<file path="config.mk">
export PLATFORM = sky130hd
export DESIGN_NAME = pgmt_sine
export DESIGN_NICKNAME = d
export VERILOG_FILES = /design/src/hdl/parametric_grid_mesh_tessellator_defines.svh /design/src/hdl/pgmt_pkg.sv /design/src/hdl/pgmt_sine.sv
export SDC_FILE = /design/constraint.sdc
export NUM_CORES = 1
export LEC_CHECK = 0
export BUFFER_PORTS_ARGS = -buffer_cell sky130_fd_sc_hd__buf_2
export CELL_PAD_IN_SITES_DETAIL_PLACEMENT = 0
export CELL_PAD_IN_SITES_GLOBAL_PLACEMENT = 1
export CORE_ASPECT_RATIO = 1.25
export CORE_MARGIN = 8
export CORE_UTILIZATION = 45
export DETAILED_ROUTE_END_ITERATION = 16
export PLACE_DENSITY = 0.84
export SKIP_LAST_GASP = 1
export SYNTH_ARGS = -nofsm -noshare
export SYNTH_HDL_FRONTEND = slang
export SYNTH_SLANG_ARGS = --single-unit
</file>
<file path="constraint.sdc">
create_clock -name clk -period 8.5 [get_ports clk]
set_input_delay 0 -clock clk [delete_from_list [all_inputs] [get_ports clk]]
set_output_delay 0 -clock clk [all_outputs]
set_load 0.01 [all_outputs]
</file>
<file path="src/hdl/parametric_grid_mesh_tessellator_defines.svh">
// assertion macros for the grid mesh tessellator
// clocked on clk, quiet while rst_n is low
`ifndef PARAMETRIC_GRID_MESH_TESSELLATOR_DEFINES_SVH
`define PARAMETRIC_GRID_MESH_TESSELLATOR_DEFINES_SVH

`ifndef SYNTH
`define PGMT_ASSERT_IMPL(label, ante, cons) \
  label: assert property (@(posedge clk) disable iff (!rst_n) (ante) |-> (cons)) \
    else $error("pgmt assertion failed");
`define PGMT_ASSERT_NEXT(label, ante, cons) \
  label: assert property (@(posedge clk) disable iff (!rst_n) (ante) |=> (cons)) \
    else $error("pgmt assertion failed");
`else
`define PGMT_ASSERT_IMPL(label, ante, cons)
`define PGMT_ASSERT_NEXT(label, ante, cons)
`endif

`endif

</file>
<file path="src/hdl/pgmt_pkg.sv">
`timescale 1ns / 1ps
`default_nettype none
package pgmt_pkg;

  // field widths
  localparam int CNT_W   = 7;
  localparam int EXT_W   = 16;
  localparam int PHASE_W = 16;
  localparam int SIN_W   = 16;
  localparam int POS_W   = 21;
  localparam int TEX_W   = 17;
  localparam int IDX_W   = 13;

  // divider shape: numerator holds ring * extent * 16
  localparam int DIV_NW = CNT_W + EXT_W + 4;
  localparam int DIV_DW = CNT_W;

  // parameter defaults
  localparam int MAX_RADIAL_DEF = 64;
  localparam int MAX_LENGTH_DEF = 64;

  // register indexes
  localparam logic [2:0] REG_SHAPE    = 3'd0;
  localparam logic [2:0] REG_RADIAL   = 3'd1;
  localparam logic [2:0] REG_LENGTH   = 3'd2;
  localparam logic [2:0] REG_EXTENT_X = 3'd3;
  localparam logic [2:0] REG_EXTENT_Y = 3'd4;
  localparam logic [2:0] REG_EXTENT_Z = 3'd5;

  // request and shape codes
  localparam logic KIND_VERTEX    = 1'b0;
  localparam logic KIND_QUAD      = 1'b1;
  localparam logic SHAPE_TUBE     = 1'b0;
  localparam logic SHAPE_SPHEROID = 1'b1;

  // saturation bounds of positions
  localparam logic signed [POS_W-1:0] POS_MAX = 21'sd1048575;
  localparam logic signed [POS_W-1:0] POS_MIN = -21'sd1048576;

  // quarter turn in phase units
  localparam logic [PHASE_W-1:0] QUARTER = 16'd16384;

  // per-word control traveling beside the arithmetic
  typedef struct packed {
    logic             vld;
    logic             kind;
    logic [IDX_W-1:0] c0;
    logic [IDX_W-1:0] c1;
    logic [IDX_W-1:0] c2;
    logic [IDX_W-1:0] c3;
  } side_t;

  // divider results traveling beside the trig stages
  typedef struct packed {
    logic [TEX_W-1:0]  qi;
    logic [TEX_W-1:0]  qj;
    logic [DIV_NW-1:0] xq;
  } dres_t;

endpackage
`default_nettype wire

</file>
<file path="src/hdl/pgmt_sine.sv">
`timescale 1ns / 1ps
`default_nettype none
module pgmt_sine (
  input  wire logic                                clk,
  input  wire logic        [pgmt_pkg::PHASE_W-1:0] phase,
  output logic signed      [pgmt_pkg::SIN_W-1:0]   sin_q14
);

  logic [1:0]  q1_r, q2_r, q3_r, q4_r;
  logic [14:0] x1_r, x2_r, x3_r, x4_r;
  logic [14:0] t2_r, t3_r;
  logic [10:0] m_r;
  logic [14:0] poly_r;
  logic signed [pgmt_pkg::SIN_W-1:0] out_r;

  logic [14:0] x_nxt;
  logic [29:0] sq;
  logic [25:0] mp;
  logic [13:0] d;
  logic [28:0] tp;
  logic [29:0] fp;

  // fold the offset in odd quadrants
  assign x_nxt = phase[14] ? 15'(15'd16384 - {1'b0, phase[13:0]}) : {1'b0, phase[13:0]};
  assign sq    = x1_r * x1_r;
  assign mp    = 26'(11'd1160 * t2_r);
  assign d     = 14'(14'd10512 - {3'b0, m_r});
  assign tp    = t3_r * d;
  assign fp    = x4_r * poly_r;

  // five stages: fold, square, small term, polynomial, scale and sign
  always_ff @(posedge clk) begin
    q1_r   <= phase[15:14];
    x1_r   <= x_nxt;
    q2_r   <= q1_r;
    x2_r   <= x1_r;
    t2_r   <= sq[28:14];
    q3_r   <= q2_r;
    x3_r   <= x2_r;
    t3_r   <= t2_r;
    m_r    <= mp[24:14];
    q4_r   <= q3_r;
    x4_r   <= x3_r;
    poly_r <= 15'(15'd25736 - {1'b0, tp[27:14]});
    out_r  <= q4_r[1] ? -$signed({1'b0, fp[28:14]}) : $signed({1'b0, fp[28:14]});
  end

  assign sin_q14 = out_r;

endmodule
`default_nettype wire

</file>
## Word level (Yosys, flattened, before mapping)

Index checks and enable logic that the tools add are counted.

- Bits of input ports: 17
- Logic and storage cells: 25
- Output and inout port bits: 16
- Register bits after elaboration: 140

- $add $sub $neg: 4
- Muxes and demuxes: 2
- $mul: 4

Operators by type and width:

| kind | count |
|---|---|
| $mul A15 B15 Y29 | 2 |
| $sub A15 B14 Y15 const A | 2 |
| $mul A15 B14 Y28 | 1 |
| $mul A8 B15 Y22 const A | 1 |
| $neg A15 Y16 | 1 |
| $mux W15 | 1 |
| $mux W14 | 1 |
| $sub A14 B11 Y14 const A | 1 |

## Logic depth before layout (Yosys ltp)

Gate-level depths: netlist of run 1.

- Depth in word-level cells: 3
- Depth in mapped cells: 39
- Mapped depth without buffers: 37

## Worst setup path after synthesis of run 1

No wires, ideal clock.

- Kind: register -> register
- From: register m_r[0]
- To: register poly_r[12]
- Library setup time: 0.060 ns
- Cell stages (with the launch flop): 37
- Period minus slack after synthesis: 7.796 ns
- Data required time: 8.440 ns
- Setup slack: 0.704 ns
- Path buffers: 2
- Arrival time: 7.735 ns
- Cells stage by stage: dfxtp_1 -> clkbuf_1 -> inv_1 -> ha_1 -> nand2_1 -> and2_1 -> nor2_1 -> xnor2_1 -> clkbuf_1 -> nand2_1 -> fa_1 -> inv_1 -> fa_1 -> inv_1 -> fa_1 -> inv_1 -> fa_1 -> fa_1 -> inv_1 -> fa_1 -> inv_1 -> ha_1 -> a21oi_1 -> nand3_1 -> o21ai_0 -> nand2_1 -> xnor2_1 -> inv_1 -> ha_1 -> a21boi_0 -> nor3_1 -> nor3_1 -> o22a_1 -> o21a_1 -> nor2_1 -> a2111oi_0 -> o2111a_1

- Word-level cells in the longest chain between the ends: 3

RTL lines:

| item | line | source |
|---|---|---|
| start, declared | pgmt_sine.sv:12 | `logic [10:0] m_r;` |
| start signal, assigned | pgmt_sine.sv:41 | `m_r <= mp[24:14];` |
| $sub A14 B11 Y14 | pgmt_sine.sv:27 | `assign d = 14'(14'd10512 - {3'b0, m_r});` |
| $mul A15 B14 Y28 | pgmt_sine.sv:28 | `assign tp = t3_r * d;` |
| net tp[14] | pgmt_sine.sv:20 | `logic [28:0] tp;` |
| $sub A15 B14 Y15 | pgmt_sine.sv:44 | `poly_r <= 15'(15'd25736 - {1'b0, tp[27:14]});` |
| end signal, assigned | pgmt_sine.sv:44 |  |
| end, declared | pgmt_sine.sv:13 | `logic [14:0] poly_r;` |

The timed path passes the listed nets, and every way through them passes these cells.
A chain may end at the register's enable or synchronous reset.

## Worst setup path in the final report of run 1

Ends and elaborated chain as after synthesis.

==> results.toml, run 1 <==
[timing]
min_period_ps = 8020
worst_pin_slew_ps = 1240
worst_slack_ps = 476
relSlewSlack_pct = 15.3
fmax_mhz = 125
drv_slew = 0
setup_viol = 0
hold_viol_final = 0
skew_ps = 13.2
rsz0062_at_grt = "yes"
min_period_over_period_pct = 94.4

[floorplan]
die_x_um = 223
ios = 33
coreArea_um2 = 52700
fp-row-count = 94
die_h_um = 274
dieArea_um2 = 61100
start_util_pct = 45.6

[synth]
yosysSeqAreaShare_pct = 11.3
ys_ff_latch = 136
synth-warning-count = 0
synth_nets = 3357
yosysTopAreaCell = "fa_1"
syn-instance-count = 2568
synth.area.top_cells = "fa_1, ha_1, dfxtp_1"
synth_cell_types = 69
synthFlopType = "dfxtp_1"
syn_area_um2 = 24000
synthArstFlopShare_pct = 0
synth_top_area_share_pct = 37.2
synth_edf_count = 0
syn-mean-instance-area_um2 = 9.35

[critical_path]
r2r_start = "m_r[0]"
worstRegToRegCells = 31
r2r_end = "poly_r[12]"
cp.arrival_ps = 8410
crit_end = "poly_r[12]"
max_stage_delay_ps = 790
required_ps = 8880
end_kind = "flop"
r2r_slack_ps = 480
worstPathMaxFanout = 15
cpMaxStageDelayCell = "xnor2_1"
startpoint_type = "flop"
startpoint = "m_r[0]"
crit_type = "flop to flop"

[clock_tree]
h-tree-depth = 4
clock_latency_ps = 440
clk_pin_slew_ps = 70
clkSinkCount = 136
clk_path_buf_depth = 2
cts_tree = "yes"
root_buffer = "clkbuf_16"
cts_made_buffers = 17

[layout]
drive_above_1_share_pct = 3.69
nNetsFinal = 3355
fillers = 4899
multi_input_area_um2 = 18900
num_antenna_cells = 0
register_area_um2 = 2720
area_delta_synth_final_pct = 6.69

[place]
routabilityCongestion = 0.854
pre_cts_ws_ps = 365
dp_hpwl_um = 42900
port_buffers = 32

[drt]
drt_iter0_drc = 830
drcViolationCount = 0
wl_met1_um = 21100
wl_met3_um = 1520
wl_per_cell_um = 16.0
drtAntennaViolNets = 0
drt_wl_total_um = 52000
dr_wl_met2_um = 28100
viasPerCell = 5.16
top_layer_used = "met4"
drtPass1Iterations = 4
num_vias = 16800

[grt]
grt.total_usage_pct = 17.9
grt_antenna_before_repair = 0
grt-ovfl-total = 0
grt_pass1_vias = 18800
grt_start_max_net_pins = 20
grt_pass1_wl_um = 89800

[job]
maxCapViolations = 0

[status]
outcome = "completed"

[hold_path]
hold_class = "primary input to flop"
## final cells by class
cell class	instances	share of cell area [%]
inverters	538	7.88
multi-input cells	1799	73.8
flip-flops and latches	136	10.6
clock buffers	19	1.73
repair buffers	74	2.10
well taps	672	3.28
clock inverters	11	0.586
## registers in the layout, indices dropped and copies added (netlist names)
name / count
sin_q14: 16
poly_r: 15
t2_r: 15
t3_r: 15
x1_r: 15
x2_r: 15
x3_r: 15
x4_r: 15
m_r: 11
q1_r: 1
q2_r: 1
q3_r: 1
q4_r: 1
## worst min-delay path by stage
stage | startpoint | cells after the start | end | slack [ps]
after floorplan | phase[15] | 0 | q1_r[1] | 30
after global placement | phase[15] | 1 | q1_r[1] | 100
after detailed placement | phase[15] | 1 | q1_r[1] | 100
after CTS | phase[15] | 2 | q1_r[1] | 180
after global routing | phase[15] | 2 | q1_r[1] | 200
final | phase[15] | 2 | q1_r[1] | 200
## logic make-up (layout without fill, tap and decap cells)
kind of cell | after synthesis | count (layout) | share of synthesized area [%]
AOI/OAI and AO/OA | 198 | 198 | 5.81
xor gates and xnor gates | 106 | 106 | 3.87
adders and majority gates | 772 | 772 | 54.2
buffers and inverters | 633 | 642 | 9.93
DFF | 136 | 136 | 11.3
muxes | 1 | 1 | 0.0469
and+or+nand+nor | 722 | 722 | 14.8
## worst max-delay path: cells and delay by family (launching register included)
| family | cells | cell delay (ps) |
|---|---|---|
| adder cells (fa/ha/maj) | 8 | 3490 |
| AO/OA/AOI/OAI | 6 | 1680 |
| XOR/XNOR | 2 | 1000 |
| AND/OR/NAND/NOR | 8 | 940 |
| buffers and inverters | 7 | 510 |
| flip-flops | 1 | 350 |
## layout by cell type, fill, tap and decap left out, types with 34 or more instances in the layout
master and n:
nand2_1 329, inv_1 538, ha_1 326, a21oi_1 42
and2_1 221, dfxtp_1 136, nor2_1 51, o21ai_0 34
xnor2_1 77, fa_1 446
## metrics by stage
| step | cells | area (um2) | hold WS, ps | util (%) | setup TNS [ps] |
|---|---|---|---|---|---|
| after global placement | 3193 | 24800 | 104 | 47.0 | 0 |
| after floorplan | 2568 | 24000 | 27.7 | - | 0 |
| final | 3249 | 25600 | 205 | 48.6 | 0 |
| after global routing | 3249 | 25600 | 196 | 48.6 | -38.9 |
| after CTS | 3248 | 25600 | 176 | 48.6 | 0 |
| after detailed placement | 3193 | 24800 | 104 | 47.0 | 0 |
## synth_stat cells (29+ instances only)
| master | instances |
|---|---|
| o21ai_0 | 37 |
| inv_1 | 538 |
| nand2_1 | 329 |
| clkbuf_1 | 93 |
| ha_1 | 326 |
| xor2_1 | 29 |
| a21oi_1 | 42 |
| and2_1 | 221 |
| nor3_1 | 30 |
| xnor2_1 | 77 |
| dfxtp_1 | 136 |
| nor2_1 | 51 |
| fa_1 | 446 |
## routing by layer
metal / track usage [%] / vias to the layer above
met5: 0 / -
li1: - / 7872
met4: 5.69 / 0
met1: 20.4 / 8521
met3: 2.33 / 90
met2: 34.1 / 294
## timing repair
action,4_1_cts,5_1_grt
setup buffers,0,1
setup endpoints to repair,0,2
hold buffers,25,0
endpoints found under the hold margin,16,0
gates resized for setup,0,3
Power of run 1 is not shown: default switching activity piles up to over one toggle a cycle in this logic, so the estimate is an artifact.
==> run 2, diff against run 1 <==
Settings changed: CTS_BUF_LIST set to sky130_fd_sc_hd__clkbuf_4, MAX_ROUTING_LAYER set to met4.
==> run 2 against run 1 <==
Setup slack improved by 170 ps; die area did not move; utilization decreased by 0.53 points; global-route usage increased by 0.30 points; non-clock buffer count increased by 2; design area fell by 1.1%; maximum frequency increased by 2.2%; largest cell class unchanged; highest routed layer unchanged; critical path depth is 1 higher; sequential share of layout area increased by 0.12 points; critical endpoint unchanged; clock skew increased by 14 ps; worst hold slack worse by 130 ps.
==> results.toml, run 2 (same netlist as run 1, synthesis figures left out) <==
[status]
outcome = "completed"

[layout]
area_delta_synth_final_pct = 5.53
nNetsFinal = 3357
largest_register_ff_count = 16
stdcell_area_um2 = 25300
drive_above_1_share_pct = 3.84
mostFrequentLayoutCells = "inv_1, fa_1, nand2_1, ha_1, and2_1"
layout_commonest_cell = "inv_1"

[critical_path]
max_stage_delay_ps = 530
startpoint_type = "flop"
required_ps = 9040
crit_family = "adder cells"
crit_top_cell = "fa_1"
crit_type = "flop to flop"
worstPathMaxFanout = 14
cp.arrival_ps = 8390
cpMaxStageDelayCell = "fa_1"
end_kind = "flop"
path_buf_inv = 5

[clock_tree]
cts_tree = "yes"
clkSinkCount = 136
cts_made_buffers = 17
clk_path_buf_depth = 2
h-tree-depth = 4
root_buffer = "clkbuf_4"
post_cts_buffers = 0
clk_pin_slew_ps = 140
clock_latency_ps = 590

[grt]
grt_pass1_vias = 19100
grt.total_usage_pct = 18.2
grt_pass1_wl_um = 89000
grt-ovfl-total = 0
grt_antenna_before_repair = 1
grt_start_max_net_pins = 20

[timing]
relSlewSlack_pct = 26.4
fin_setup_tns_ps = 0
fmax_mhz = 127
worst_slack_ps = 650
worst_pin_slew_ps = 1080
setup_viol = 0
hold_viol_final = 0
min_period_ps = 7850
rsz0062_at_grt = "no"
skew_ps = 27.4
min_period_over_period_pct = 92.4
drv_slew = 0
fin_hold_ws_ps = 77.1

[hold_path]
hold_class = "primary input to flop"

[place]
pre_cts_ws_ps = 442
dp_hpwl_um = 42400
routabilityCongestion = 0.854
dpl_cell_area_um2 = 24800
port_buffers = 32

[drt]
drt_iter0_drc = 874
drcViolationCount = 0
drt_wl_total_um = 51400
num_vias = 16900
wl_per_cell_um = 15.8
viasPerCell = 5.20
drtPass1Iterations = 5
drtAntennaViolNets = 0

[floorplan]
fp-row-count = 94
start_util_pct = 45.6
coreArea_um2 = 52700
ios = 33
dieArea_um2 = 61100
die_x_um = 223
die_h_um = 274

[job]
maxCapViolations = 0
run 2: cell types whose count changed in the layout (fill, tap and decap cells not counted), sizes merged:
cell / before / now
buf: 49 / 48
bufinv: 3 / 1
clkinv: 5 / 4
diode: 0 / 1
dlygate4sd3: 25 / 28
inv: 539 / 543
run 2: worst paths after layout:
kind | from | depth (start not counted) | slack [ps] | end
setup / recovery | m_r[1] | 32 | 650 | poly_r[12]
hold / removal | phase[0] | 2 | 80 | x1_r[0]
setup reg to reg | m_r[1] | 32 | 650 | poly_r[12]
hold reg to reg | x2_r[13] | 0 | 320 | x3_r[13]
run 2: repair_timing:
| item | in CTS | in global routing |
|---|---|---|
| endpoints found under the setup margin | 0 | 2 |
| hold endpoints to repair | 16 | 0 |
| hold buffers | 28 | 0 |
| resized for setup | 0 | 4 |
run 2: final cells by class:
| class | instances | area, um2 |
|---|---|---|
| inverters | 538 | 2020 |
| well taps | 672 | 841 |
| diodes | 1 | 2.50 |
| clock inverters | 12 | 118 |
| multi-input cells | 1799 | 18900 |
| repair buffers | 76 | 561 |
| fillers | 4944 | 27300 |
| clock buffers | 19 | 143 |
| flip-flops and latches | 136 | 2720 |
run 2: metrics by stage:
stage | std cells | utilization (%)
2_1_floorplan | 2568 | -
3_3_place_gp | 3193 | 47.0
3_5_place_dp | 3193 | 47.0
4_1_cts | 3252 | 48.0
5_1_grt | 3253 | 48.1
6_report | 3253 | 48.1
run 2: metal layers:
metal,track usage (%),vias up,part of all wire (%)
li1,-,7870,-
met1,20.1,8612,41
met2,33.5,321,54
met3,2.17,100,3.2
met4,6.31,0,2.7
met5,-,-,0
Power of run 2 is left out for the same reason.
