$ cat src/hdl/parametric_grid_mesh_tessellator_defines.svh
// assertion macros for the grid mesh tessellator
// clocked on clk, quiet while rst_n is low
`ifndef PARAMETRIC_GRID_MESH_TESSELLATOR_DEFINES_SVH
`define PARAMETRIC_GRID_MESH_TESSELLATOR_DEFINES_SVH

`ifndef SYNTH
`define PGMT_ASSERT_IMPL(label, ante, cons) \
  label: assert property (@(posedge clk) disable iff (!rst_n) (ante) |-> (cons)) \
    else $error("pgmt assertion failed");
`define PGMT_ASSERT_NEXT(label, ante, cons) \
  label: assert property (@(posedge clk) disable iff (!rst_n) (ante) |=> (cons)) \
    else $error("pgmt assertion failed");
`else
`define PGMT_ASSERT_IMPL(label, ante, cons)
`define PGMT_ASSERT_NEXT(label, ante, cons)
`endif

`endif

$ cat src/hdl/pgmt_pkg.sv
`timescale 1ns / 1ps
`default_nettype none
package pgmt_pkg;

  // field widths
  localparam int CNT_W   = 7;
  localparam int EXT_W   = 16;
  localparam int PHASE_W = 16;
  localparam int SIN_W   = 16;
  localparam int POS_W   = 21;
  localparam int TEX_W   = 17;
  localparam int IDX_W   = 13;

  // divider shape: numerator holds ring * extent * 16
  localparam int DIV_NW = CNT_W + EXT_W + 4;
  localparam int DIV_DW = CNT_W;

  // parameter defaults
  localparam int MAX_RADIAL_DEF = 64;
  localparam int MAX_LENGTH_DEF = 64;

  // register indexes
  localparam logic [2:0] REG_SHAPE    = 3'd0;
  localparam logic [2:0] REG_RADIAL   = 3'd1;
  localparam logic [2:0] REG_LENGTH   = 3'd2;
  localparam logic [2:0] REG_EXTENT_X = 3'd3;
  localparam logic [2:0] REG_EXTENT_Y = 3'd4;
  localparam logic [2:0] REG_EXTENT_Z = 3'd5;

  // request and shape codes
  localparam logic KIND_VERTEX    = 1'b0;
  localparam logic KIND_QUAD      = 1'b1;
  localparam logic SHAPE_TUBE     = 1'b0;
  localparam logic SHAPE_SPHEROID = 1'b1;

  // saturation bounds of positions
  localparam logic signed [POS_W-1:0] POS_MAX = 21'sd1048575;
  localparam logic signed [POS_W-1:0] POS_MIN = -21'sd1048576;

  // quarter turn in phase units
  localparam logic [PHASE_W-1:0] QUARTER = 16'd16384;

  // per-word control traveling beside the arithmetic
  typedef struct packed {
    logic             vld;
    logic             kind;
    logic [IDX_W-1:0] c0;
    logic [IDX_W-1:0] c1;
    logic [IDX_W-1:0] c2;
    logic [IDX_W-1:0] c3;
  } side_t;

  // divider results traveling beside the trig stages
  typedef struct packed {
    logic [TEX_W-1:0]  qi;
    logic [TEX_W-1:0]  qj;
    logic [DIV_NW-1:0] xq;
  } dres_t;

endpackage
`default_nettype wire

$ cat src/hdl/pgmt_div.sv
`timescale 1ns / 1ps
`default_nettype none
module pgmt_div #(
  parameter int NW = pgmt_pkg::DIV_NW,
  parameter int DW = pgmt_pkg::DIV_DW
) (
  input  wire logic          clk,
  input  wire logic [NW-1:0] num,
  input  wire logic [DW-1:0] den,
  output logic      [NW-1:0] quo
);

  // one quotient bit per stage, restoring
  logic [DW-1:0] rem_r [NW];
  logic [NW-1:0] quo_r [NW];
  logic [NW-1:0] num_r [NW];
  logic [DW-1:0] den_r [NW];

  for (genvar k = 0; k < NW; k++) begin : g_stage
    logic [DW-1:0] rin;
    logic [NW-1:0] qin;
    logic [NW-1:0] nin;
    logic [DW-1:0] din;
    logic [DW:0]   trial;
    logic          ge;

    if (k == 0) begin : g_first
      assign rin = '0;
      assign qin = '0;
      assign nin = num;
      assign din = den;
    end else begin : g_next
      assign rin = rem_r[k-1];
      assign qin = quo_r[k-1];
      assign nin = num_r[k-1];
      assign din = den_r[k-1];
    end

    // trial subtract of the divisor
    assign trial = {rin, nin[NW-1-k]};
    assign ge    = trial >= {1'b0, din};

    always_ff @(posedge clk) begin
      rem_r[k] <= ge ? DW'(trial - {1'b0, din}) : trial[DW-1:0];
      quo_r[k] <= {qin[NW-2:0], ge};
      num_r[k] <= nin;
      den_r[k] <= din;
    end
  end

  assign quo = quo_r[NW-1];

endmodule
`default_nettype wire

$ cat config.mk
export PLATFORM = sky130hd
export DESIGN_NAME = pgmt_div
export DESIGN_NICKNAME = d
export VERILOG_FILES = /design/src/hdl/parametric_grid_mesh_tessellator_defines.svh /design/src/hdl/pgmt_pkg.sv /design/src/hdl/pgmt_div.sv
export SDC_FILE = /design/constraint.sdc
export NUM_CORES = 1
export LEC_CHECK = 0
export BUFFER_PORTS_ARGS = -buffer_cell sky130_fd_sc_hd__buf_2
export CORE_MARGIN = 10
export CORE_UTILIZATION = 50
export DETAILED_ROUTE_END_ITERATION = 8
export PLACE_DENSITY_LB_ADDON = 0.3
export SYNTH_ARGS = -nofsm -noshare
export SYNTH_HDL_FRONTEND = slang
export SYNTH_SLANG_ARGS = --single-unit
$ cat constraint.sdc
create_clock -name clk -period 7.16 [get_ports clk]
set_input_delay 0.358 -clock clk [delete_from_list [all_inputs] [get_ports clk]]
set_output_delay 0.358 -clock clk [all_outputs]
set_load 0.005 [all_outputs]
; ---- After elaboration in Yosys (flattened, before gate mapping)
; Memories as Yosys holds them, arrays and structs flattened.
; Cells that the tools add are included.
[classes]
n_div = 0
eq_ne = 0
n_shift = 0
n_addsub = 27
reduce_logical = 0
bitwise_logic = 0
magnitude_cmp = 27
multipliers = 0
muxes = 27
[ops]
columns = operator, count
row1 = 8-bit by 7-bit greater-or-equal comparator with 1-bit output, 26
row2 = 7-bit 2-to-1 mux, 27
row3 = 7-bit subtractor, 26
row4 = 1-bit by 7-bit greater-or-equal comparator with 1-bit output, 1
row5 = 1-bit by 7-bit subtractor with 7-bit output, 1
[totals]
mem_count = 4
latchBits = 0
mem_bits_ro = 0
output_inout_bits = 27
ramBits = 1836
ff_bits = 0
[memory_table]
columns = memory, depth, word_bits, rd, rd_clocked_by_memory_dff, wr, line_no
row1 = num_r, 27, 27, 26, 0, 27, pgmt_div.sv:16  ; logic [NW-1:0] num_r [NW];
row2 = quo_r, 27, 27, 27, 0, 27, pgmt_div.sv:15  ; logic [NW-1:0] quo_r [NW];
row3 = den_r, 27, 7, 26, 0, 27, pgmt_div.sv:17  ; logic [DW-1:0] den_r [NW];
row4 = rem_r, 27, 7, 26, 0, 27, pgmt_div.sv:14  ; logic [DW-1:0] rem_r [NW];

; ---- Depth between registers and ports, before layout
; Gate-level depths: netlist of the first run.
; An unclocked memory read counts as a cell.
[depth]
ltp_word = 3
mapped_depth = 9

; ---- Least setup slack after synthesis of the first run
; OpenSTA, ideal clock, no wires.
[synth_path]
path_type = flip-flop to flip-flop
from = mem num_r[0][259] (netlist name)
to = mem rem_r[0][72] (netlist name)
path_stages_with_launch = 9
path_slack_ns = 4.912
arrival_ns = 2.128
path_cell_list = dfxtp_1 -> inv_1 -> ha_1 -> fa_1 -> nand2b_1 -> a21oi_1 -> and4bb_2 -> o21ai_4 -> mux2_2
[synth_rtl]
columns = item, line_no
row1 = start: declaration, pgmt_div.sv:16
row2 = end: declaration, pgmt_div.sv:14

==> results.yml, run 1 <==
run_status:
  outcome: "finished clean"
die:
  start_util_pct: 50.72
  fp-row-count: 93
  fp.dieH_microns: 276.4
  dieArea_sq_um: 76400
  core_area_sq_um: 64810
  io_pins: 62
  die_x_microns: 276.4
clocking:
  clk_latency_ns: 0.65
  cts_tree: "built"
  cts_root_buffer: "clkbuf_16"
  cts-buffers-inserted: 103
  clk_pin_slew_worst_paths_ns: 0.06
  clock_path_buffers: 3
  postCtsSetupRepairBufs: 0
  cts_sinks: 1093
  cts_max_level: 3
routing:
  vias: 18150
  ant_nets: 0
  drc: 0
  drt-total-wl_microns: 49000
  routedWlPerCell_microns: 13.10
  first_pass_iters: 6
  vias_per_cell: 4.853
  drt_iter0_drc: 843
finish:
  final_layout_size_suffix_gt1_share_pct: 13.21
  post-route-cell-area_sq_um: 38280
  layout_commonest_cell: "dfxtp_1"
  syn2layout_area_growth_pct: 16.46
  seqCellArea_sq_um: 21880
  utilization_pct: 59.07
  multiInputGateArea_sq_um: 9913
  n_antenna_cell: 0
  final-instance-count-excl-fill: 3740
  layout_common_cells: "dfxtp_1 (1093), inv_1 (262), nor2_1 (190), ha_1 (184), mux2_2 (125)"
  fin_nets: 3041
  filler_cell_count: 5123
power_and_ir_drop:
  ir_worst_vdd_uv: 236.5
  power_density_nw_per_um2: 479.0
  p_leak_nw: 16.96
  p_total_mw: 18.34
placed_design:
  place_area_sq_um: 34160
  place_ws_ns: 4.695
  io_buffer_count: 61
  hpwlAfterDp_microns: 34050
  dp_cells: 3513
  place.gp.congestion: 0.8361
synth:
  synthFlopType: "dfxtp_1"
  async_flop_share_pct: 0
  ys_ff_latch: 1093
  synth_edf_count: 0
  yosysWarnings: 0
  ys_types: 38
  syn_nets: 2859
  syn_area_sq_um: 32870
  synth.avg_cell_area_sq_um: 12.57
  syn_inst: 2615
  seq_area_frac_synth_pct: 66.56
worst_setup_path:
  cp_cell_sequence: "inv_1 -> ha_1 -> fa_1 -> nand2b_1 -> a21oi_1 -> and4bb_2 -> o21ai_4 -> mux2_2"
  cpMaxStageDelayCell: "fa_1"
  crit_fanout: 8
  critPathArrivalTime_ns: 3.00
  critPathKind: "register to register"
  cpPeakStageDelay_ns: 0.39
  r2r_slack_ns: 4.69
  crit_required_ns: 7.69
  cp-start-kind: "register"
  crit_path_end_kind: "register"
global_routing:
  grt_pass1_vias: 18480
  grt_max_degree: 16
  grtUsageTotal_pct: 12.59
  antenna_found_initial: 0
  grt_pass1_wl_microns: 83410
  overflow: 0
sta:
  fmax_mhz: 404.8
  slew_headroom_pct: 70.48
  period_share_pct: 34.50
  worstMarginPinSlew_ns: 0.4427
  drv_slew: 0
  rsz0062_at_grt: "false"
  skew_ns: 0.02887
  fin_tns_setup_ns: 0
  finalHoldViolations: 0
  fin_ws_ns: 4.690
  finalCriticalPeriod_ns: 2.470
  finalSetupViolCount: 0
  holdWs_ns: 0.3172
min_path:
  worst_hold_path_type: "register to register"
run:
  maxCapViolCount: 0
sequential cells by signal, indices dropped and copies added (netlist names):
name,flops
num_r,351
rem_r,182
quo_r,378
den_r,182
report_power, final:
| group | switching [mW] | internal [mW] |
|---|---|---|
| clock network | 2.25 | 3.51 |
| registers | 0.498 | 7.54 |
| logic | 2.31 | 2.23 |
| total | 5.05 | 13.3 |
metal layers:
metal	vias up	track usage [%]	wire (microns)	share of wire (%)
met5	-	0	0	0
li1	9283	-	-	-
met4	0	5.967	1788	3.6
met2	306	21.76	23610	48
met3	136	2.871	1833	3.7
met1	8426	14.57	21770	44
worst max-delay path: cells and delay by family, from the launching register on:
| family | cells | cell delay [ns] |
|---|---|---|
| buf+inv | 1 | 0.05 |
| compound gates | 2 | 0.52 |
| mux | 1 | 0.39 |
| simple gates | 2 | 0.48 |
| flops | 1 | 0.30 |
| fa+ha+maj | 2 | 0.61 |
layout make-up:
type,instances,share of cell area (%)
flip-flops and latches,1093,57.16
multi-input cells,1241,25.89
clock buffers,140,7.752
well taps,855,2.794
inverters,263,2.582
clock inverters,53,2.134
repair buffers,95,1.686
worst paths after layout:
kind                                        endpoint             startpoint  cells after the start
worst max-delay path            rem_r[0][65]$_DFF_P_  num_r[0][233]$_DFF_P_                      8
worst min-delay path            num_r[1][61]$_DFF_P_   num_r[1][34]$_DFF_P_                      0
worst min register to register  num_r[1][61]$_DFF_P_   num_r[1][34]$_DFF_P_                      0
worst max register to register  rem_r[0][65]$_DFF_P_  num_r[0][233]$_DFF_P_                      8
Yosys cell counts, drive strengths merged (3+ instances only):
library cell | count | share of area [%]
a211o | 17 | 0.45
fa | 25 | 1.5
and4bb | 7 | 0.27
mux2 | 125 | 4.3
nand4 | 25 | 0.48
o2111ai | 38 | 1.0
a311o | 35 | 1.1
dfxtp | 1093 | 67
nand3 | 17 | 0.26
nor3 | 48 | 0.73
o21ai | 91 | 1.6
nor2b | 25 | 0.48
nand2b | 33 | 0.63
inv | 262 | 3.0
nor3b | 25 | 0.57
buf | 18 | 0.27
ha | 184 | 7.0
nor2 | 190 | 2.2
a21oi | 91 | 1.4
nor4 | 18 | 0.34
xnor2 | 25 | 0.67
o31a | 18 | 0.48
a21o | 3 | 0.069
and3 | 17 | 0.32
nand3b | 34 | 0.78
o21a | 25 | 0.57
mux2i | 75 | 2.3
nand2 | 35 | 0.40
a31oi | 8 | 0.15
logic make-up after synthesis:
| logic type | synth area share [%] |
|---|---|
| compound gates | 6.889 |
| xor+xnor | 0.6661 |
| fa+ha+maj | 8.526 |
| buf+inv | 3.281 |
| flops | 66.56 |
| mux | 6.566 |
| simple gates | 7.510 |
repair_timing:
action                    4_1_cts  5_1_grt
hold buffers                   34        0
resized for setup               0        0
hold endpoints to repair       35        0
Note: power is estimated with default switching activity, not from simulation.
==> inputs of run 2 (changes only) <==
--- a/config.mk
+++ b/config.mk
@@ -5,6 +5,7 @@
 export SDC_FILE = /design/constraint.sdc
 export NUM_CORES = 1
 export LEC_CHECK = 0
+export ABC_AREA = 1
 export BUFFER_PORTS_ARGS = -buffer_cell sky130_fd_sc_hd__buf_2
 export CORE_MARGIN = 10
 export CORE_UTILIZATION = 50
==> constraint.sdc (replaced) <==
create_clock -name clk -period 2.05 [get_ports clk]
set_input_delay 0.1025 -clock clk [delete_from_list [all_inputs] [get_ports clk]]
set_output_delay 0.1025 -clock clk [all_outputs]
set_load 0.005 [all_outputs]
==> results.yml, run 2 <==
global_routing:
  grtUsageTotal_pct: 13.40
  grt_pass1_wl_microns: 92710
  antenna_found_initial: 0
  overflow: 0
  grt_pass1_vias: 20390
  grt_max_degree: 16
min_path:
  hp-start: "num[22]"
  hold_depth: 2
  worst_hold_path_type: "primary input to register"
  min_to: "num_r[0][22]$_DFF_P_"
routing:
  first_pass_iters: 5
  routedWlPerCell_microns: 11.36
  drc: 0
  drt_iter0_drc: 992
  vias: 21150
  drt-total-wl_microns: 54030
  ant_nets: 0
  vias_per_cell: 4.447
die:
  core_area_sq_um: 68830
  die_x_microns: 284.0
  start_util_pct: 50.61
  fp-row-count: 96
  io_pins: 62
  fp.dieH_microns: 284.0
  dieArea_sq_um: 80630
finish:
  fin_nets: 3986
  post-route-cell-area_sq_um: 40200
  top_register: "quo_r"
  syn2layout_area_growth_pct: 15.40
  layout_commonest_cell: "dfxtp_1"
  top_regs: "quo_r (378), num_r (351)"
  n_antenna_cell: 0
  layout_common_cells: "dfxtp_1 (1093), nand2_1 (927), inv_1 (590), nand3_1 (299), ha_1 (184)"
  largest_reg_flops: 378
  final_layout_size_suffix_gt1_share_pct: 8.651
power_and_ir_drop:
  power_density_nw_per_um2: 1620
  p_int_mw: 44.96
  pwr-share-seq_pct: 43.7
  power_switching_mw: 20.16
  p_leak_nw: 19.78
  comb_power_share_pct: 27.0
  ir_worst_vdd_uv: 815.4
  switching_share_pct: 30.96
  clkPwrFrac_pct: 29.3
placed_design:
  io_buffer_count: 61
  hpwlAfterDp_microns: 39040
  place_ws_ns: 0.2517
  place_area_sq_um: 36300
  place.gp.congestion: 0.8675
synth:
  yosys-mux-area-fraction_pct: 0
  synth_edf_count: 0
  syn_inst: 3541
  yosysMostFrequentCell: "dfxtp_1"
  syn_nets: 3785
  netlist.area_leader.share_pct: 62.81
  synth_compound_area_share_pct: 2.773
  yosysWarnings: 0
  synthAdderAreaFrac_pct: 8.046
  seq_area_frac_synth_pct: 62.81
  synth_area_leader_cell: "dfxtp_1"
  synth_top_family_by_area: "simple AND/OR/NAND/NOR gates"
  synth.avg_cell_area_sq_um: 9.838
  netlist_top_cells_count: "dfxtp_1 (1093), nand2_1 (927), inv_1 (590), nand3_1 (299), ha_1 (184)"
  ys_types: 19
  synth_simple_gate_area_share_pct: 18.73
  synthFlopType: "dfxtp_1"
  synth-xor-area-share_pct: 1.282
  ys_ff_latch: 1093
  syn_area_sq_um: 34830
  yosys-top-cells-area: "dfxtp_1 (63%), nand2_1 (10%), ha_1 (6.6%)"
  async_flop_share_pct: 0
run_status:
  outcome: "finished clean"
worst_setup_path:
  critPathArrivalTime_ns: 2.36
  crit_path_end_kind: "register"
  rr_worst_depth: 10
  crit_required_ns: 2.59
  r2r_end: "rem_r[1][41]$_DFF_P_"
  critPathKind: "register to register"
  crit_fanout: 5
  r2r_start: "den_r[20][0]$_DFF_P_"
  cp-start-kind: "register"
  r2r_slack_ns: 0.22
sta:
  rsz0062_at_grt: "false"
  skew_ns: 0.01952
  fin_ws_ns: 0.2235
  fin_tns_setup_ns: 0
  finalHoldViolations: 0
  period_share_pct: 89.10
  finalCriticalPeriod_ns: 1.827
  finalSetupViolCount: 0
  slew_headroom_pct: 73.20
  drv_slew: 0
  worstMarginPinSlew_ns: 0.3989
  fmax_mhz: 547.5
clocking:
  cts_max_level: 3
  clk_pin_slew_worst_paths_ns: 0.07
  cts_tree: "built"
  cts_sinks: 1093
  cts-buffers-inserted: 104
  clock_path_buffers: 3
  cts_root_buffer: "clkbuf_16"
  clk_latency_ns: 0.64
  cts_resized: 0
  postCtsSetupRepairBufs: 0
run:
  maxCapViolCount: 0
## run 2: worst max-delay path by stage
| stage | start | to | slack (ns) | cells past startpoint |
|---|---|---|---|---|
| floorplan | num_r[0][259]$_DFF_P_ | rem_r[0][75]$_DFF_P_ | 0.42 | 11 |
| global placement | num_r[0][51]$_DFF_P_ | rem_r[0][19]$_DFF_P_ | 0.27 | 11 |
| detailed placement | num_r[0][285]$_DFF_P_ | rem_r[0][79]$_DFF_P_ | 0.25 | 11 |
| CTS | num_r[0][207]$_DFF_P_ | rem_r[0][59]$_DFF_P_ | 0.23 | 11 |
| global route | num_r[0][389]$_DFF_P_ | rem_r[0][109]$_DFF_P_ | 0.04 | 11 |
| finish | den_r[20][0]$_DFF_P_ | rem_r[1][41]$_DFF_P_ | 0.22 | 10 |
## run 2: timing repair
| item | CTS | global route |
|---|---|---|
| endpoints found under the setup margin | 0 | 0 |
| hold buffers | 34 | 0 |
| hold endpoints to repair | 41 | 0 |
## run 2: metrics by stage
step                hold slack [ns]  std cells  total power, mW  util [%]
detailed placement           0.2061       4533            46.45     52.75
finish                      0.08895       4757            65.12     58.41
floorplan                    0.1302       3541            42.39         -
global placement             0.2058       4533            46.14     52.75
CTS                         0.04141       4757            65.93     58.41
global route                0.06246       4757            69.95     58.41
## run 2: final cells by class
cell class	instances	area [sq um]
flip-flops and latches	1093	21880
clock inverters	37	420.4
inverters	590	2215
well taps	931	1165
clock buffers	153	3133
multi-input cells	1858	10740
fillers	5880	28630
repair buffers	95	645.6
## run 2: critical path, stage by stage (launching register included)
cell	delay, ns
dfxtp_1	0.37
ha_1	0.23
fa_1	0.41
inv_1	0.09
nand2_1	0.06
nand2_1	0.09
nand2_1	0.08
o21ai_0	0.08
nand2_1	0.14
nand3_1	0.09
nand2_1	0.06
## run 2: power by group through the flow
| stage | Sequential (mW) | Clock [mW] | Combinational (mW) |
|---|---|---|---|
| final | 28.5 | 19.1 | 17.6 |
| after global routing | 29.0 | 20.6 | 20.4 |
| after CTS | 28.5 | 19.7 | 17.7 |
| after detailed placement | 29.0 | 0 | 17.5 |
| after global placement | 28.9 | 0 | 17.2 |
| after floorplan | 28.2 | 0 | 14.2 |
## run 2: metal layers
metal	vias up	part of all wire, %	track usage, %
met3	94	4.1	2.778
met2	322	47	23.04
met4	0	2.3	5.001
met5	-	0	0
li1	11380	-	-
met1	9358	46	16.33
## run 2: kinds of logic (layout without fill, tap and decap cells)
group,after synthesis,in the layout
flip-flops,1093,1093
adder cells (fa/ha/maj),209,209
AND/OR/NAND/NOR,1462,1462
AO/OA/AOI/OAI,136,136
buffers and inverters,590,875
XOR/XNOR,51,51
==> inputs of run 3 (changes only) <==
--- a/config.mk
+++ b/config.mk
@@ -5,7 +5,6 @@
 export SDC_FILE = /design/constraint.sdc
 export NUM_CORES = 1
 export LEC_CHECK = 0
-export ABC_AREA = 1
 export BUFFER_PORTS_ARGS = -buffer_cell sky130_fd_sc_hd__buf_2
 export CORE_MARGIN = 10
 export CORE_UTILIZATION = 50
==> results.yml, run 3 (synthesis gave the netlist of run 1 again) <==
run_status:
  outcome: "finished with violations"
  failed_checks: "negative setup slack"
clocking:
  cts_sinks: 1093
  cts_root_buffer: "clkbuf_16"
  clk_latency_ns: 0.66
  cts_tree: "built"
  cts-buffers-inserted: 103
  clock_path_buffers: 3
  clk_pin_slew_worst_paths_ns: 0.06
  cts_max_level: 3
routing:
  wl_met3_microns: 2123
  first_pass_iters: 7
  met1Wirelength_microns: 22240
  vias_per_cell: 4.818
  drt_iter0_drc: 760
  dr_wl_met2_microns: 25990
  ant_nets: 0
  drc: 0
  top_layer: "met4"
  drt-total-wl_microns: 51690
  routedWlPerCell_microns: 13.11
  vias: 19000
sta:
  fmax_mhz: 455.5
  drv_slew: 0
  fin_ws_ns: -0.1455
  period_share_pct: 107.1
  finalSetupViolCount: 70
  skew_ns: 0.02787
  rsz0062_at_grt: "true"
  worstMarginPinSlew_ns: 0.3490
  finalHoldViolations: 0
  finalCriticalPeriod_ns: 2.196
  slew_headroom_pct: 76.49
worst_setup_path:
  cpMaxStageDelayCell: "fa_2"
  crit_path_end_kind: "register"
  r2r_end: "rem_r[1][39]$_DFF_P_"
  crit_fanout: 7
  crit_required_ns: 2.59
  cpPeakStageDelay_ns: 0.39
  cp_cell_sequence: "inv_2 -> ha_4 -> fa_2 -> nand2b_4 -> a21oi_4 -> and4bb_2 -> o21ai_4 -> buf_12 -> mux2_4"
  crit_family: "adder cells"
  rr_worst_depth: 9
  r2r_start: "num_r[1][113]$_DFF_P_"
  cp-start-kind: "register"
  critPathArrivalTime_ns: 2.74
  r2r_slack_ns: -0.15
  critPathKind: "register to register"
  crit_path_start: "num_r[1][113]$_DFF_P_"
  path_buf_inv: 2
global_routing:
  grtUsageTotal_pct: 13.03
  grt_pass1_wl_microns: 86780
  grt_max_degree: 17
  antenna_found_initial: 0
  overflow: 0
  grt_pass1_vias: 19440
die:
  start_util_pct: 50.72
  fp.dieH_microns: 276.4
  die_x_microns: 276.4
  fp-row-count: 93
  io_pins: 62
  core_area_sq_um: 64810
  dieArea_sq_um: 76400
min_path:
  hp-start: "num[20]"
  hold_depth: 2
  min_to: "num_r[0][20]$_DFF_P_"
  worst_hold_path_type: "primary input to register"
finish:
  layout_common_cells: "dfxtp_1 (1064), inv_1 (239), nor2_1 (173), buf_4 (164), ha_1 (152)"
  layout_commonest_cell: "dfxtp_1"
  fin_nets: 3244
  filler_cell_count: 4710
  largest_reg_flops: 378
  final_layout_size_suffix_gt1_share_pct: 25.42
  top_regs: "quo_r (378), num_r (351)"
  top_register: "quo_r"
  utilization_pct: 63.73
  syn2layout_area_growth_pct: 25.66
  n_antenna_cell: 0
  final-instance-count-excl-fill: 3943
power_and_ir_drop:
  p_total_mw: 69.14
  power_density_nw_per_um2: 1674
  ir_worst_vdd_uv: 894.2
  p_leak_nw: 18.59
placed_design:
  hpwlAfterDp_microns: 34120
  place_ws_ns: -0.1923
  place.gp.congestion: 0.8341
  io_buffer_count: 61
  dp_cells: 3620
run:
  maxCapViolCount: 0
## run 3: changes by cell type in the layout (fill, tap and decap cells not counted), sizes merged, moves of 38 or more
cell / before / now
nor3: 2 / 48
mux2: 0 / 125
buf: 61 / 264
o2111ai: 0 / 38
nand2: 927 / 35
nand3: 324 / 17
mux2i: 0 / 75
inv: 594 / 266
nor2: 133 / 190
## run 3: report_power, final
part	switching [mW]	internal, mW	leakage (nW)	total (mW)
Combinational	9.53	11.6	7.60	21.2
Sequential	1.80	26.4	9.18	28.1
Clock	7.89	11.9	1.81	19.8
## run 3: timing repair
action,4_1_cts,5_1_grt
setup endpoints to repair,175,180
pin swaps,39,62
resized for setup,185,133
buffers inserted,51,46
gates cloned,0,0
endpoints found under the hold margin,41,0
hold buffers,34,0
## run 3: worst max-delay path by stage
stage / end / slack, ns / cells after the start
2_1_floorplan: rem_r[0][93]$_DFF_P_ / -0.04 / 8
3_3_place_gp: rem_r[0][19]$_DFF_P_ / -0.13 / 9
3_5_place_dp: rem_r[0][9]$_DFF_P_ / -0.19 / 8
4_1_cts: rem_r[0][97]$_DFF_P_ / -0.12 / 8
5_1_grt: rem_r[1][36]$_DFF_P_ / -0.21 / 10
6_report: rem_r[1][39]$_DFF_P_ / -0.15 / 9
## run 3: final cells by class
| cell class | instances | area (sq um) | area share [%] |
|---|---|---|---|
| inverters | 263 | 988.4 | 2.393 |
| multi-input cells | 1241 | 11270 | 27.28 |
| flip-flops and latches | 1093 | 21920 | 53.06 |
| clock inverters | 52 | 760.7 | 1.842 |
| well taps | 855 | 1070 | 2.590 |
| repair buffers | 298 | 2360 | 5.713 |
| clock buffers | 141 | 2942 | 7.121 |
## run 3: metal layers
layer  GRT usage [%]  vias up
li1                -     9687
met1           14.74     8912
met2           23.25      277
met3           3.156      122
met4           5.170        0
met5               0        -
## run 3: through the flow
step | instance area (sq um) | TNS [ns] | hold slack [ns]
after floorplan | 33270 | -1.105 | 0.1302
after global placement | 35250 | -13.82 | 0.2051
after detailed placement | 35250 | -19.94 | 0.2061
after CTS | 40450 | -6.246 | 0.02513
after global routing | 41310 | -13.10 | 0.04188
final | 41310 | -3.904 | 0.06707
